[src/design/jvc_pkg.sv]
package jvc_pkg;

  localparam int AxisBits   = 16;
  localparam int RegBits    = 15;
  localparam int MagBits    = 15;
  localparam int SpeedBits  = MagBits + 1;
  localparam int LaneProdBits = AxisBits + RegBits;
  localparam int ProdBits   = MagBits + RegBits;
  localparam int SumBits    = 2 * MagBits + 1;
  localparam int RootBits   = 16;
  localparam int RadBits    = 2 * RootBits;
  localparam int NumLanes   = 4;
  localparam int RegIdxBits = 3;

  localparam logic [RegBits-1:0] DeadzoneReset = RegBits'(3277);
  localparam logic [RegBits-1:0] GainReset     = RegBits'(4096);
  localparam logic [RegBits-1:0] LimitReset    = RegBits'(4096);

  typedef enum logic [RegIdxBits-1:0] {
    REG_DEADZONE     = 3'd0,
    REG_GAIN_VX      = 3'd1,
    REG_GAIN_VY      = 3'd2,
    REG_GAIN_OMEGA   = 3'd3,
    REG_GAIN_HEIGHT  = 3'd4,
    REG_MAX_LIN      = 3'd5,
    REG_MAX_ROT      = 3'd6,
    REG_MAX_HEIGHT   = 3'd7
  } reg_idx_e;

  typedef enum logic [2:0] {
    S_IDLE,
    S_SQUARE,
    S_CHECK,
    S_ROOT,
    S_DIV_START,
    S_DIV,
    S_DONE
  } state_e;

  typedef struct packed {
    logic [RegBits-1:0] deadzone;
    logic [RegBits-1:0] gain;
    logic [RegBits-1:0] limit;
  } lane_cfg_t;

endpackage

[src/design/jvc_isqrt.sv]
module jvc_isqrt (
  input  logic                          clk_i,
  input  logic                          rst_ni,
  input  logic                          start_i,
  input  logic [jvc_pkg::RadBits-1:0]   radicand_i,
  output logic                          done_o,
  output logic [jvc_pkg::RootBits-1:0]  root_o,
  output logic                          exact_o
);

  localparam int RemBits = jvc_pkg::RootBits + 2;
  localparam int TryBits = RemBits + 2;
  localparam int CntBits = $clog2(jvc_pkg::RootBits);
  localparam logic [CntBits-1:0] CntLast = CntBits'(jvc_pkg::RootBits - 1);

  logic                         busy_q, done_q;
  logic [CntBits-1:0]           cnt_q;
  logic [jvc_pkg::RadBits-1:0]  rad_q;
  logic [RemBits-1:0]           rem_q, rem_d;
  logic [jvc_pkg::RootBits-1:0] root_q;
  logic [TryBits-1:0]           rem_t, trial;
  logic                         ge;

  always_comb begin
    rem_t = {rem_q, rad_q[jvc_pkg::RadBits-1 -: 2]};
    trial = {2'b00, root_q, 2'b01};
    ge    = rem_t >= trial;
    rem_d = ge ? RemBits'(rem_t - trial) : RemBits'(rem_t);
  end

  always_ff @(posedge clk_i or negedge rst_ni) begin
    if (!rst_ni) begin
      busy_q <= 1'b0;
      done_q <= 1'b0;
      cnt_q  <= '0;
    end else begin
      done_q <= busy_q && (cnt_q == CntLast);
      if (start_i) begin
        busy_q <= 1'b1;
        cnt_q  <= '0;
      end else if (busy_q) begin
        cnt_q <= cnt_q + 1'b1;
        if (cnt_q == CntLast) begin
          busy_q <= 1'b0;
        end
      end
    end
  end

  always_ff @(posedge clk_i) begin
    if (start_i) begin
      rad_q  <= radicand_i;
      rem_q  <= '0;
      root_q <= '0;
    end else if (busy_q) begin
      rad_q  <= rad_q << 2;
      rem_q  <= rem_d;
      root_q <= {root_q[jvc_pkg::RootBits-2:0], ge};
    end
  end

  assign done_o  = done_q;
  assign root_o  = root_q;
  assign exact_o = (rem_q == '0);

endmodule

[config.mk]
export PLATFORM = sky130hd
export DESIGN_NAME = jvc_isqrt
export DESIGN_NICKNAME = d
export VERILOG_FILES = /design/src/design/jvc_pkg.sv /design/src/design/jvc_isqrt.sv
export SDC_FILE = /design/constraint.sdc
export NUM_CORES = 1
export LEC_CHECK = 0
export BUFFER_PORTS_ARGS = -buffer_cell sky130_fd_sc_hd__buf_4
export CAP_MARGIN = 25
export CORE_ASPECT_RATIO = 1.1
export CORE_MARGIN = 2
export CORE_UTILIZATION = 40
export DETAILED_ROUTE_END_ITERATION = 8
export GPL_TIMING_DRIVEN = 0
export PLACE_DENSITY = 0.65
export SYNTH_ARGS = -nofsm -noshare
export SYNTH_HDL_FRONTEND = slang
export SYNTH_SLANG_ARGS = --single-unit
[constraint.sdc]
create_clock -name clk_i -period 2.6 [get_ports clk_i]
set_input_delay 0.39 -clock clk_i [delete_from_list [all_inputs] [get_ports clk_i]]
set_output_delay 0.39 -clock clk_i [all_outputs]
set_load 0.01 [all_outputs]
### After elaboration in Yosys (flattened, before gate mapping)

Cells that the tools add are included.

* flip-flop bits (word level): 72
* output and inout bits: 18
* logic and storage cells: 21
* input port bits: 35

* $lt $le $gt $ge: 1
* reductions and logical operators: 3
* equality and inequality tests: 1
* add/sub/neg operators: 2
* muxes and demuxes: 8

Operators with widths (number)
* 32-bit two-way mux: 2
* 20-bit by 18-bit >= comparator with 1-bit output: 1
* 18-bit logical NOT: 1
* 18-bit two-way mux: 1
* 18-bit subtractor: 1
* 4-bit two-way mux: 2
* 4-bit by 1-bit adder with 4-bit output (second input constant): 1
* 4-bit == test (second input constant): 1
* 1-bit two-way mux: 3
* 2-bit nonzero test: 1
* 1-bit logical AND: 1

### Logic depth before layout (Yosys ltp)

Gate-level depths: netlist (run 1).

* depth after elaboration: 4
* mapped depth: 11
* mapped depth without buffers: 9

### Least setup slack after synthesis (run 1)

No wires, ideal clock.

* path kind: reg2reg
* start: register root_q (netlist bit root_o[3])
* end: register rem_q[5]
* arrival: 2.245 ns
* required time: 2.480 ns
* clock period less this slack: 2.365 ns
* buffers on the path: 1
* stages on the path, launching flop included: 11
* setup slack: 0.235 ns
* setup time: 0.120 ns
* cells stage by stage: dfxtp_1 > inv_1 > ha_1 > a21o_1 > a31o_1 > nor2_4 > o31ai_4 > o31ai_4 > buf_4 > nor2_1 > o31a_1

* word-level cells in the longest chain between the ends: 2
* elaborated cells between the ends (all ways): 3
* those cells by class: 1 x add/sub; 1 x order compare; 1 x mux

RTL lines
* start: declaration: line jvc_isqrt.sv:20 `logic [jvc_pkg::RootBits-1:0] root_q;`
* start signal: assignment: line jvc_isqrt.sv:58 `root_q <= {root_q[jvc_pkg::RootBits-2:0], ge};`
* 18-bit subtractor / 20-bit by 18-bit >= comparator with 1-bit output (equally long branches): line jvc_isqrt.sv:28, jvc_isqrt.sv:27
* 18-bit two-way mux *: line jvc_isqrt.sv:28 `rem_d = ge ? RemBits'(rem_t - trial) : RemBits'(rem_t);`
* end signal: assignment: line jvc_isqrt.sv:57 `rem_q <= rem_d;`
* end: declaration: line jvc_isqrt.sv:19 `logic [RemBits-1:0] rem_q, rem_d;`

Mark *: on every way between the ends. The rest lies on a longest branch, timed or not.
A chain may end at the register's enable or synchronous reset.

### Final worst setup path (run 1)

* start: register root_q (netlist bit root_o[8])
* end: register rem_q[1]

* word-level cells in the longest chain between the ends: 2

RTL lines
* 20-bit by 18-bit >= comparator with 1-bit output: line jvc_isqrt.sv:27 `ge = rem_t >= trial;`
* 18-bit two-way mux: line jvc_isqrt.sv:28

Every way passes these cells.

==> results of run 1 <==
-- flip-flops by register name (all words and copies together), names as in the netlist --
name    cells
rad_q      32
rem_q      18
root_o     16
cnt_q       4
busy_q      1
done_o      1
-- power breakdown --
part	internal, W	leakage (nW)	total, W	switching (W)
Clock	0.000350	0.0789	0.000794	0.000444
Sequential	0.00138	0.701	0.00155	0.000172
Combinational	0.00134	1.29	0.00282	0.00148
-- final cells by class --
type / count / area [sq um]
Sequential cell: 72 / 1800
Clock buffer: 10 / 128
Multi-Input combinational cell: 258 / 2030
Timing Repair Buffer: 63 / 499
Buffer: 17 / 82.6
Clock inverter: 6 / 45.0
Fill cell: 881 / 4630
Inverter: 21 / 78.8
Tap cell: 117 / 146
-- final timing paths --
| check | cells after the start | end |
|---|---|---|
| worst max-delay path | 8 | rem_q[1] |
| worst min-delay path | 2 | rad_q[1] |
| worst max register to register | 8 | rem_q[1] |
| worst min register to register | 2 | root_o[9] |
| max in group asynchronous | 2 | cnt_q[2] |
| min in group asynchronous | 2 | busy_q |
-- per-stage QoR --
stage                     worst slack (ps)  cell area (sq um)
after floorplan                        235               3930
after global placement                -114               4460
after CTS                             5.82               4700
after detailed placement             -97.2               4480
final                                 59.1               4810
after global routing                 -38.8               4810
-- synthesized netlist by cell type, types with 2 or more instances --
cell type / n
a32oi_1: 4
mux2_2: 31
edfxtp_1: 32
xor2_1: 9
clkbuf_1: 9
nand3_1: 5
a211oi_1: 11
nand2b_1: 5
or3_1: 2
a31oi_1: 3
a21o_1: 10
buf_1: 4
dfxtp_1: 34
nor3b_1: 2
nor3_1: 6
and2_1: 3
buf_2: 2
nand2_1: 12
mux2i_1: 25
ha_1: 19
o31ai_4: 2
inv_1: 21
o22ai_1: 2
o211ai_1: 2
a21oi_1: 11
a211oi_2: 2
nor4_1: 6
o21a_1: 6
xnor2_1: 7
nor2_1: 45
dfrtp_1: 6
o21ai_0: 6
nand4_1: 5
-- what timing repair did --
| action | CTS | global route |
|---|---|---|
| endpoints found under the hold margin | 6 | 0 |
| pin swaps | 2 | 8 |
| gates cloned | 0 | 1 |
| resized for setup | 4 | 20 |
| setup endpoints to repair | 16 | 18 |
| hold buffers | 1 | 0 |
| setup buffers | 3 | 6 |
-- per-layer routing --
layer / track usage (%) / vias to the layer above
li1: - / 1493
met5: 0 / -
met1: 23.6 / 1503
met2: 27.7 / 84
met3: 2.92 / 21
met4: 9.88 / 0
-- cells by family after synthesis --
kind of cell | Yosys count | share of synthesized area [%]
AND/OR/NAND/NOR | 97 | 11.9
flip-flops | 72 | 45.6
AO/OA/AOI/OAI | 70 | 13.6
multiplexers | 56 | 15.3
buffers and inverters | 38 | 3.98
adder cells (fa/ha/maj) | 19 | 6.05
XOR/XNOR | 16 | 3.57
==> key figures, run 1 <==
Global routing
  • Largest net degree at the start of global routing: 20
  • Overall Global Routing Usage: 17.8%
  • First-pass GRT wire length: 15,000 um
  • Vias in the first global route: 3,078
  • Antenna violations before repair: 0
  • Total gr overflow: 0

Logic synthesis
  • Avg Cell Area, Syn: 10.7 sq um
  • Cell count after synthesis: 368
  • Number of synthesized flops with an enable pin: 32
  • Main synth FF type: dfxtp_1
  • Yosys top cell area share: 24.5%
  • Count of different cell masters after synthesis: 52
  • Syn nets: 422
  • Share of the yosys chip area belonging to registers: 45.6%
  • Synth warnings: 0
  • Async SR Flop Fraction: 8.33%
  • Top cells by area, synth: edfxtp_1 24%, dfxtp_1 17%, mux2_2 8.9%
  • Dominant cell type by area after synthesis: edfxtp_1
  • FF+latch count, synth: 72
  • Synth Cell Area: 0.00393 sq mm

STA
  • Fin. Hold Viols: 0
  • Worst Skew: 9.72 ps
  • FMAX: 394 MHz
  • Period utilisation layout: 97.7%
  • Min cycle time layout: 2540 ps
  • Endpoints failing setup: 0
  • Hold Slack: 331 ps
  • Setup TNS Final: 0 ps
  • Relative max-transition margin: 41.9%
  • Slew Viols, Final: 0
  • Worst slew pin tran: 871 ps

Detailed routing
  • DR iter-0 viols: 197
  • DRT antenna net count: 0
  • Drt pass-1 iters: 4
  • Residual DRC: 0
  • Met2 WL: 4590 um
  • Post-Route M1 WL: 4210 um
  • DR vias/cell: 5.50
  • Top Metal Used: met4
  • Met3 WL post-DR: 485 um
  • Final wirelength: 9500 um
  • Vias: 3,101
  • DR WL/cell: 16.8 um

Floorplanning
  • Rows: 37
  • Top Ports: 53
  • Initial core utilization: 41.6%
  • Die height: 108 um
  • Die Span X: 98.5 um
  • Core box area: 0.00944 sq mm
  • Full die area: 0.0106 sq mm

Power and ir drop
  • PwrDens: 1070 mW/mm^2
  • Overall power: 0.00516 W
  • Leakage: 2.07 nW
  • Peak VDD IR: 0.434 mV

Layout
  • Final #Nets: 496
  • Antenna cells: 0
  • Layout cell share with drive strength beyond 1: 29.5%
  • Synth-to-layout area growth: 22.6%
  • Most frequent cells in the layout: 63 x buf_4, 45 x nor2_1, 32 x edfxtp_1, 31 x mux2_2, 28 x dfxtp_1
  • Leading cell type in the layout, fill and taps excluded: buf_4
  • Final Util: 51.0%
  • Non-filler cells, final: 564

Critical path
  • Startpoint Class: register
  • Kind of critical path: reg2reg
  • Slowest cell on crit path: nor4_4
  • Crit Path Max Fanout: 8
  • R2R setup slack: 60 ps
  • Crit path cell chain: inv_1 -> ha_1 -> nand4_1 -> nor4_4 -> o31ai_4 -> buf_6 -> or2_0 -> a311oi_1
  • Reg2reg start: root_o[8]
  • Crit path capture type: register
  • Slowest stage delay, CP: 440 ps
  • Crit path buffers/inverters: 2
  • Delay-heaviest family, CP: simple AND/OR/NAND/NOR gates
  • Crit path arrival time: 2790 ps
  • CP Data Required Time: 2850 ps
  • Setup crit start: root_o[8]

CTS
  • Clock root buffer: clkbuf_8
  • Clk buf depth: 2
  • CTS tree: done
  • Clock Sink Count: 72
  • TritonCTS buffer count: 9
  • Clock transition at path regs: 80 ps
  • H-tree Lvls: 3
  • Later-pin clock latency in the skew report: 340 ps

Min path
  • Min-delay worst type: in2reg
  • Hold Startpoint: radicand_i[1]

Outcome
  • Status: complete, no violations

Place
  • Routability cong.: 0.902
  • DP Wirelength: 6570 um
  • Placed Cells: 537
  • I/O Buffers: 51

Job
  • Max cap viols: 0
No activity file was read; power rests on OpenSTA's default activity.
==> run 2, diff against run 1 <==
- BUFFER_PORTS_ARGS: -buffer_cell sky130_fd_sc_hd__buf_4 -> default
- CELL_PAD_IN_SITES_DETAIL_PLACEMENT: default -> 1
- CELL_PAD_IN_SITES_GLOBAL_PLACEMENT: default -> 1
- DONT_BUFFER_PORTS: default -> 1
- PLACE_DENSITY: 0.65 -> 0.72
==> key figures, run 2 (synthesis gave the netlist of run 1 again) <==
Floorplanning
  • Die Span X: 98.5 um (unchanged)
  • Rows: 37 (unchanged)
  • Top Ports: 53 (unchanged)
  • Die height: 108 um (unchanged)
  • Full die area: 0.0106 sq mm (unchanged)
  • Initial core utilization: 41.6% (unchanged)
  • Core box area: 0.00944 sq mm (unchanged)

Layout
  • Final Util: 48.3% (-2.7 points)
  • Leading cell type in the layout, fill and taps excluded: nor2_1
  • Most frequent cells in the layout: 45 x nor2_1, 32 x edfxtp_1, 31 x mux2_2, 24 x mux2i_1
  • Top reg by flops: rad_q
  • Max reg flops: 32 (unchanged)
  • Antenna cells: 0 (unchanged)
  • Synth-to-layout area growth: 16.1%
  • Layout cell share with drive strength beyond 1: 23.4% (-6.2 points)
  • Final #Nets: 443 (-11%)
  • Fillers: 1,052 (+19%)

Min path
  • Hold depth: 1 (-1)
  • Min-delay worst type: in2reg
  • Hold Startpoint: radicand_i[1]
  • Hold endpoint: rad_q[1]

Critical path
  • Slowest stage delay, CP: 410 ps (-30 ps)
  • R2R setup slack: 90 ps (+30 ps)
  • Slowest cell on crit path: o31ai_4
  • Crit path cell chain: inv_1 -> ha_4 -> a21o_1 -> a31o_1 -> nor2_4 -> o31ai_4 -> o31ai_4 -> buf_6 -> mux2i_1 -> a211oi_1
  • Kind of critical path: reg2reg
  • RR Endpoint: rem_q[4]
  • Crit path capture type: register
  • FF-to-FF path depth: 10 (+2)
  • Most common cell on crit path: o31ai_4
  • Reg2reg start: root_o[3]
  • Crit Path Max Fanout: 6 (-2)
  • CP Data Required Time: 2810 ps (-40 ps)
  • Startpoint Class: register
  • Crit path arrival time: 2720 ps (-70 ps)

Power and ir drop
  • PwrDens: 1210 mW/mm^2 (+13%)
  • Sw Ratio: 39.6% (-1.1 points)
  • Leakage: 1.85 nW (-11%)
  • Overall power: 0.00551 W (+6.7%)
  • Internal Power: 0.00333 W (+8.8%)
  • Sequential power share: 28.6% (-1.4 points)
  • Clk pwr share: 17.9% (+2.5 points)
  • Gate power share: 53.5% (-1.2 points)
  • Peak VDD IR: 0.471 mV (+8.6%)
  • NetSw: 0.00218 W (+3.7%)

Detailed routing
  • Drt pass-1 iters: 4 (unchanged)
  • DR WL/cell: 20.2 um (+20%)
  • Residual DRC: 0 (unchanged)
  • Vias: 2,918 (-5.9%)
  • DR vias/cell: 5.71 (+3.9%)
  • Final wirelength: 10,300 um (+8.6%)
  • DR iter-0 viols: 191 (-3.0%)
  • DRT antenna net count: 0 (unchanged)

Global routing
  • Total gr overflow: 0 (unchanged)
  • Largest net degree at the start of global routing: 27 (+35%)
  • Vias in the first global route: 2,987 (-3.0%)
  • First-pass GRT wire length: 16,200 um (+7.6%)
  • Overall Global Routing Usage: 19.6% (+1.9 points)
  • Antenna violations before repair: 0 (unchanged)

CTS
  • CTS tree: done
  • Clk buf depth: 2 (unchanged)
  • H-tree Lvls: 3 (unchanged)
  • Clock Sink Count: 72 (unchanged)
  • Clock root buffer: clkbuf_8
  • Clock transition at path regs: 80 ps (about the same)
  • Later-pin clock latency in the skew report: 350 ps (about the same)
  • TritonCTS buffer count: 9 (unchanged)

STA
  • Relative max-transition margin: 43.4% (+1.5 points)
  • Setup WS post-layout: 91.5 ps (+32.3 ps)
  • Worst slew pin tran: 849 ps (-22.4 ps)
  • Slew Viols, Final: 0 (unchanged)
  • FMAX: 399 MHz (+1.3%)
  • Period utilisation layout: 96.5% (-1.2 points)
  • Fin. Hold Viols: 0 (unchanged)
  • RSZ-0062 raised after global routing: false
  • Setup TNS Final: 0 ps (unchanged)
  • Endpoints failing setup: 0 (unchanged)
  • Hold Slack: 243 ps (-88.0 ps)
  • Min cycle time layout: 2510 ps (-32.3 ps)
  • Worst Skew: 11.7 ps (+1.94 ps)

Place
  • DP Wirelength: 7350 um (+12%)
  • I/O Buffers: 0 (-100%)
  • Routability cong.: 0.823 (-8.7%)
  • Post-Place Worst Slack: -212 ps (-115 ps)

Outcome
  • Status: complete, no violations

Job
  • Max cap viols: 0 (unchanged)
## run 2: power by group through the flow
stage               Sequential, W  Combinational, W  Clock (W)
floorplan                 0.00150           0.00196          0
global placement          0.00157           0.00237          0
detailed placement        0.00158           0.00243          0
CTS                       0.00156           0.00268    0.00101
global route              0.00160           0.00317    0.00105
finish                    0.00158           0.00295   0.000987
## run 2: critical path, delay by kind of cell, from the launching register on
family	cells	cell delay, ps
and+or+nand+nor	1	150
adders and majority gates	1	270
muxes	1	230
AOI/OAI and AO/OA	5	1050
DFF	1	380
buffers and inverters	2	300
## run 2: how the worst max path moves through the flow
| stage | from | to | slack [ps] | cells past startpoint |
|---|---|---|---|---|
| 2_1_floorplan | root_o[3] | rem_q[5] | 240 | 10 |
| 3_3_place_gp | root_o[3] | rem_q[4] | -160 | 10 |
| 3_5_place_dp | root_o[7] | rem_q[13] | -210 | 10 |
| 4_1_cts | root_o[2] | rem_q[5] | 2 | 10 |
| 5_1_grt | root_o[12] | rem_q[13] | 0.4 | 9 |
| 6_report | root_o[3] | rem_q[4] | 90 | 10 |
## run 2: final cells by class
| cell class | instances | area, sq um | share of cell area, % |
|---|---|---|---|
| Tap cell | 117 | 146 | 3.21 |
| Clock buffer | 10 | 128 | 2.80 |
| Multi-Input combinational cell | 258 | 2100 | 46.0 |
| Buffer | 16 | 78.8 | 1.73 |
| Timing Repair Buffer | 11 | 113 | 2.47 |
| Clock inverter | 6 | 90.1 | 1.98 |
| Inverter | 21 | 78.8 | 1.73 |
| Sequential cell | 72 | 1830 | 40.1 |
## run 2: what timing repair did
item                                    in CTS  in global routing
hold endpoints to repair                     6                  0
pin swaps                                    6                 10
resized for setup                           23                 23
endpoints found under the setup margin      17                 19
hold buffers                                 1                  0
buffers inserted                             6                  2
gates cloned                                 1                  0
## run 2: per-stage QoR
step | cell area [sq um] | std cells
detailed placement | 4100 | 486
finish | 4560 | 511
floorplan | 3930 | 368
global placement | 4070 | 485
global route | 4560 | 511
CTS | 4430 | 509
## run 2: per-layer routing
metal / share of wire, % / track usage [%] / up-vias / wire length [um]
li1: - / - / 1389 / -
met1: 44 / 25.6 / 1446 / 4570
met2: 50 / 32.3 / 64 / 5110
met3: 3.8 / 3.83 / 19 / 394
met4: 2.4 / 7.73 / 0 / 245
met5: 0 / 0 / - / 0
==> run 3, diff against run 2 <==
- REMOVE_ABC_BUFFERS: default -> 1
==> key figures, run 3 (synthesis gave the netlist of run 1 again) <==
Detailed routing
  • Drt pass-1 iters: 4 (unchanged)
  • DRT antenna net count: 0 (unchanged)
  • Final wirelength: 9170 um (-11%)
  • Residual DRC: 0 (unchanged)
  • DR vias/cell: 5.56 (-2.6%)
  • Vias: 2,781 (-4.7%)
  • DR iter-0 viols: 129 (-32%)
  • DR WL/cell: 18.3 um (-9.2%)

Layout
  • Max reg flops: 32 (unchanged)
  • Area of the multi-input gates: 0.00207 sq mm (-1.2%)
  • Layout cell share with drive strength beyond 1: 22.2% (-1.2 points)
  • Register Area: 0.00181 sq mm (-1.1%)
  • Synth-to-layout area growth: 14.0%
  • Most frequent cells in the layout: 45 x nor2_1, 32 x edfxtp_1, 31 x mux2_2, 26 x dfxtp_1, 25 x mux2i_1
  • Final #Nets: 432 (-2.5%)
  • Leading cell type in the layout, fill and taps excluded: nor2_1
  • Top reg by flops: rad_q
  • Design area: 0.00447 sq mm (-1.8%)
  • Antenna cells: 0 (unchanged)
  • Non-filler cells, final: 500 (-2.2%)
  • Final Util: 47.4% (-0.89 points)
  • Fillers: 1,026 (-2.5%)

Power and ir drop
  • Leakage: 1.82 nW (-1.3%)
  • Overall power: 0.00527 W (-4.3%)
  • Peak VDD IR: 0.408 mV (-13%)
  • PwrDens: 1180 mW/mm^2 (-2.5%)

STA
  • FMAX: 407 MHz (+2.0%)
  • Endpoints failing setup: 0 (unchanged)
  • Min cycle time layout: 2460 ps (-50.1 ps)
  • Slew Viols, Final: 0 (unchanged)
  • Fin. Hold Viols: 0 (unchanged)
  • Period utilisation layout: 94.6% (-1.9 points)
  • Relative max-transition margin: 60.4% (+17 points)
  • Setup WS post-layout: 142 ps (+50.1 ps)
  • Worst slew pin tran: 589 ps (-260 ps)
  • Worst Skew: 9.15 ps (-2.50 ps)

Critical path
  • R2R setup slack: 140 ps (+50 ps)
  • CP Data Required Time: 2860 ps (+50 ps)
  • Kind of critical path: reg2reg
  • Crit Path Max Fanout: 9 (+3)
  • FF-to-FF path depth: 11 (+1)
  • Crit path arrival time: 2720 ps (about the same)
  • Startpoint Class: register
  • Reg2reg start: root_o[5]
  • RR Endpoint: rem_q[5]
  • Crit path capture type: register

CTS
  • Clock transition at path regs: 90 ps (about the same)
  • CTS tree: done
  • Clock Sink Count: 72 (unchanged)
  • Clk buf depth: 2 (unchanged)
  • Later-pin clock latency in the skew report: 360 ps (about the same)
  • TritonCTS buffer count: 9 (unchanged)
  • H-tree Lvls: 3 (unchanged)
  • Clock root buffer: clkbuf_8

Place
  • I/O Buffers: 0 (unchanged)
  • Routability cong.: 0.809 (-1.7%)
  • Post-Place Worst Slack: -296 ps (-84.3 ps)
  • DP Wirelength: 6300 um (-14%)
  • Placed Cells: 471 (-3.1%)
  • Placed inst area: 0.00406 sq mm (-1.0%)

Floorplanning
  • Die Span X: 98.5 um (unchanged)
  • Full die area: 0.0106 sq mm (unchanged)
  • Initial core utilization: 41.6% (unchanged)
  • Core box area: 0.00944 sq mm (unchanged)
  • Die height: 108 um (unchanged)
  • Rows: 37 (unchanged)
  • Top Ports: 53 (unchanged)

Min path
  • Hold depth: 1 (unchanged)
  • Hold endpoint: root_o[1]
  • Min-delay worst type: in2reg
  • Hold Startpoint: start_i

Global routing
  • Vias in the first global route: 3,062 (+2.5%)
  • First-pass GRT wire length: 15,100 um (-6.7%)
  • Largest net degree at the start of global routing: 70 (+160%)
  • Overall Global Routing Usage: 18.0% (-1.6 points)
  • Total gr overflow: 0 (unchanged)
  • Antenna violations before repair: 0 (unchanged)

Outcome
  • Status: complete, no violations

Job
  • Max cap viols: 0 (unchanged)
## run 3: cell count changes in the layout (fill, tap and decap cells not counted), sizes merged
cell	before	now
inv	23	22
clkbuf	19	9
bufinv	2	1
clkinv	1	3
clkinvlp	1	2
buf	17	15
## run 3: how the worst max path moves through the flow
stage / to / from / slack, ps / cells past startpoint
final: rem_q[5] / root_o[5] / 140 / 11
after global routing: rem_q[5] / root_o[12] / -1 / 10
after CTS: rem_q[5] / root_o[4] / 10 / 11
after detailed placement: rem_q[13] / root_o[3] / -300 / 10
after global placement: rad_q[1] / busy_q / -890 / 2
after floorplan: rem_q[11] / root_o[3] / -90 / 9
## run 3: worst max-delay path, stage by stage, from the launching register on
cell      delay [ps]
dfxtp_2          400
inv_1             90
ha_4             300
nand4_1          170
a211oi_4         260
nor2_4            90
o31ai_4          240
o31ai_4          110
buf_12           150
buf_4            130
and2_1           150
o31a_1           270
## run 3: metal layers
layer	vias up	global-route usage, %	share of wire [%]	wire [um]
met5	-	0	0	0
met4	0	7.44	2.2	206
met3	15	5.45	3.7	337
met2	46	31.3	51	4710
met1	1350	20.7	43	3910
li1	1370	-	-	-
## run 3: area by class of cell
class | instances | share of cell area, %
clock buffers | 9 | 2.77
clock inverters | 7 | 1.59
inverters | 21 | 1.76
multi-input cells | 258 | 46.3
flip-flops and latches | 72 | 40.4
well taps | 117 | 3.27
repair buffers | 16 | 3.91
## run 3: through the flow
stage          hold slack, ps  TNS, ps
2_1_floorplan            94.4    -1160
3_3_place_gp             94.6   -39490
3_5_place_dp             94.6    -3520
4_1_cts                  72.3        0
5_1_grt                  66.1    -1.25
6_report                 98.3        0
## run 3: repair_timing
| item | CTS | global route |
|---|---|---|
| hold endpoints to repair | 6 | 0 |
| setup buffers | 7 | 5 |
| hold buffers | 1 | 0 |
| pin swaps | 5 | 6 |
| gates resized for setup | 13 | 10 |
| setup endpoints to repair | 18 | 19 |
## run 3: power breakdown
group | switching, W | internal, W | leakage, nW | total, W
clock | 0.000455 | 0.000443 | 0.0933 | 0.000898
combinational | 0.00141 | 0.00139 | 1.03 | 0.00281
sequential | 0.000190 | 0.00138 | 0.702 | 0.00157
total | 0.00206 | 0.00321 | 1.82 | 0.00527
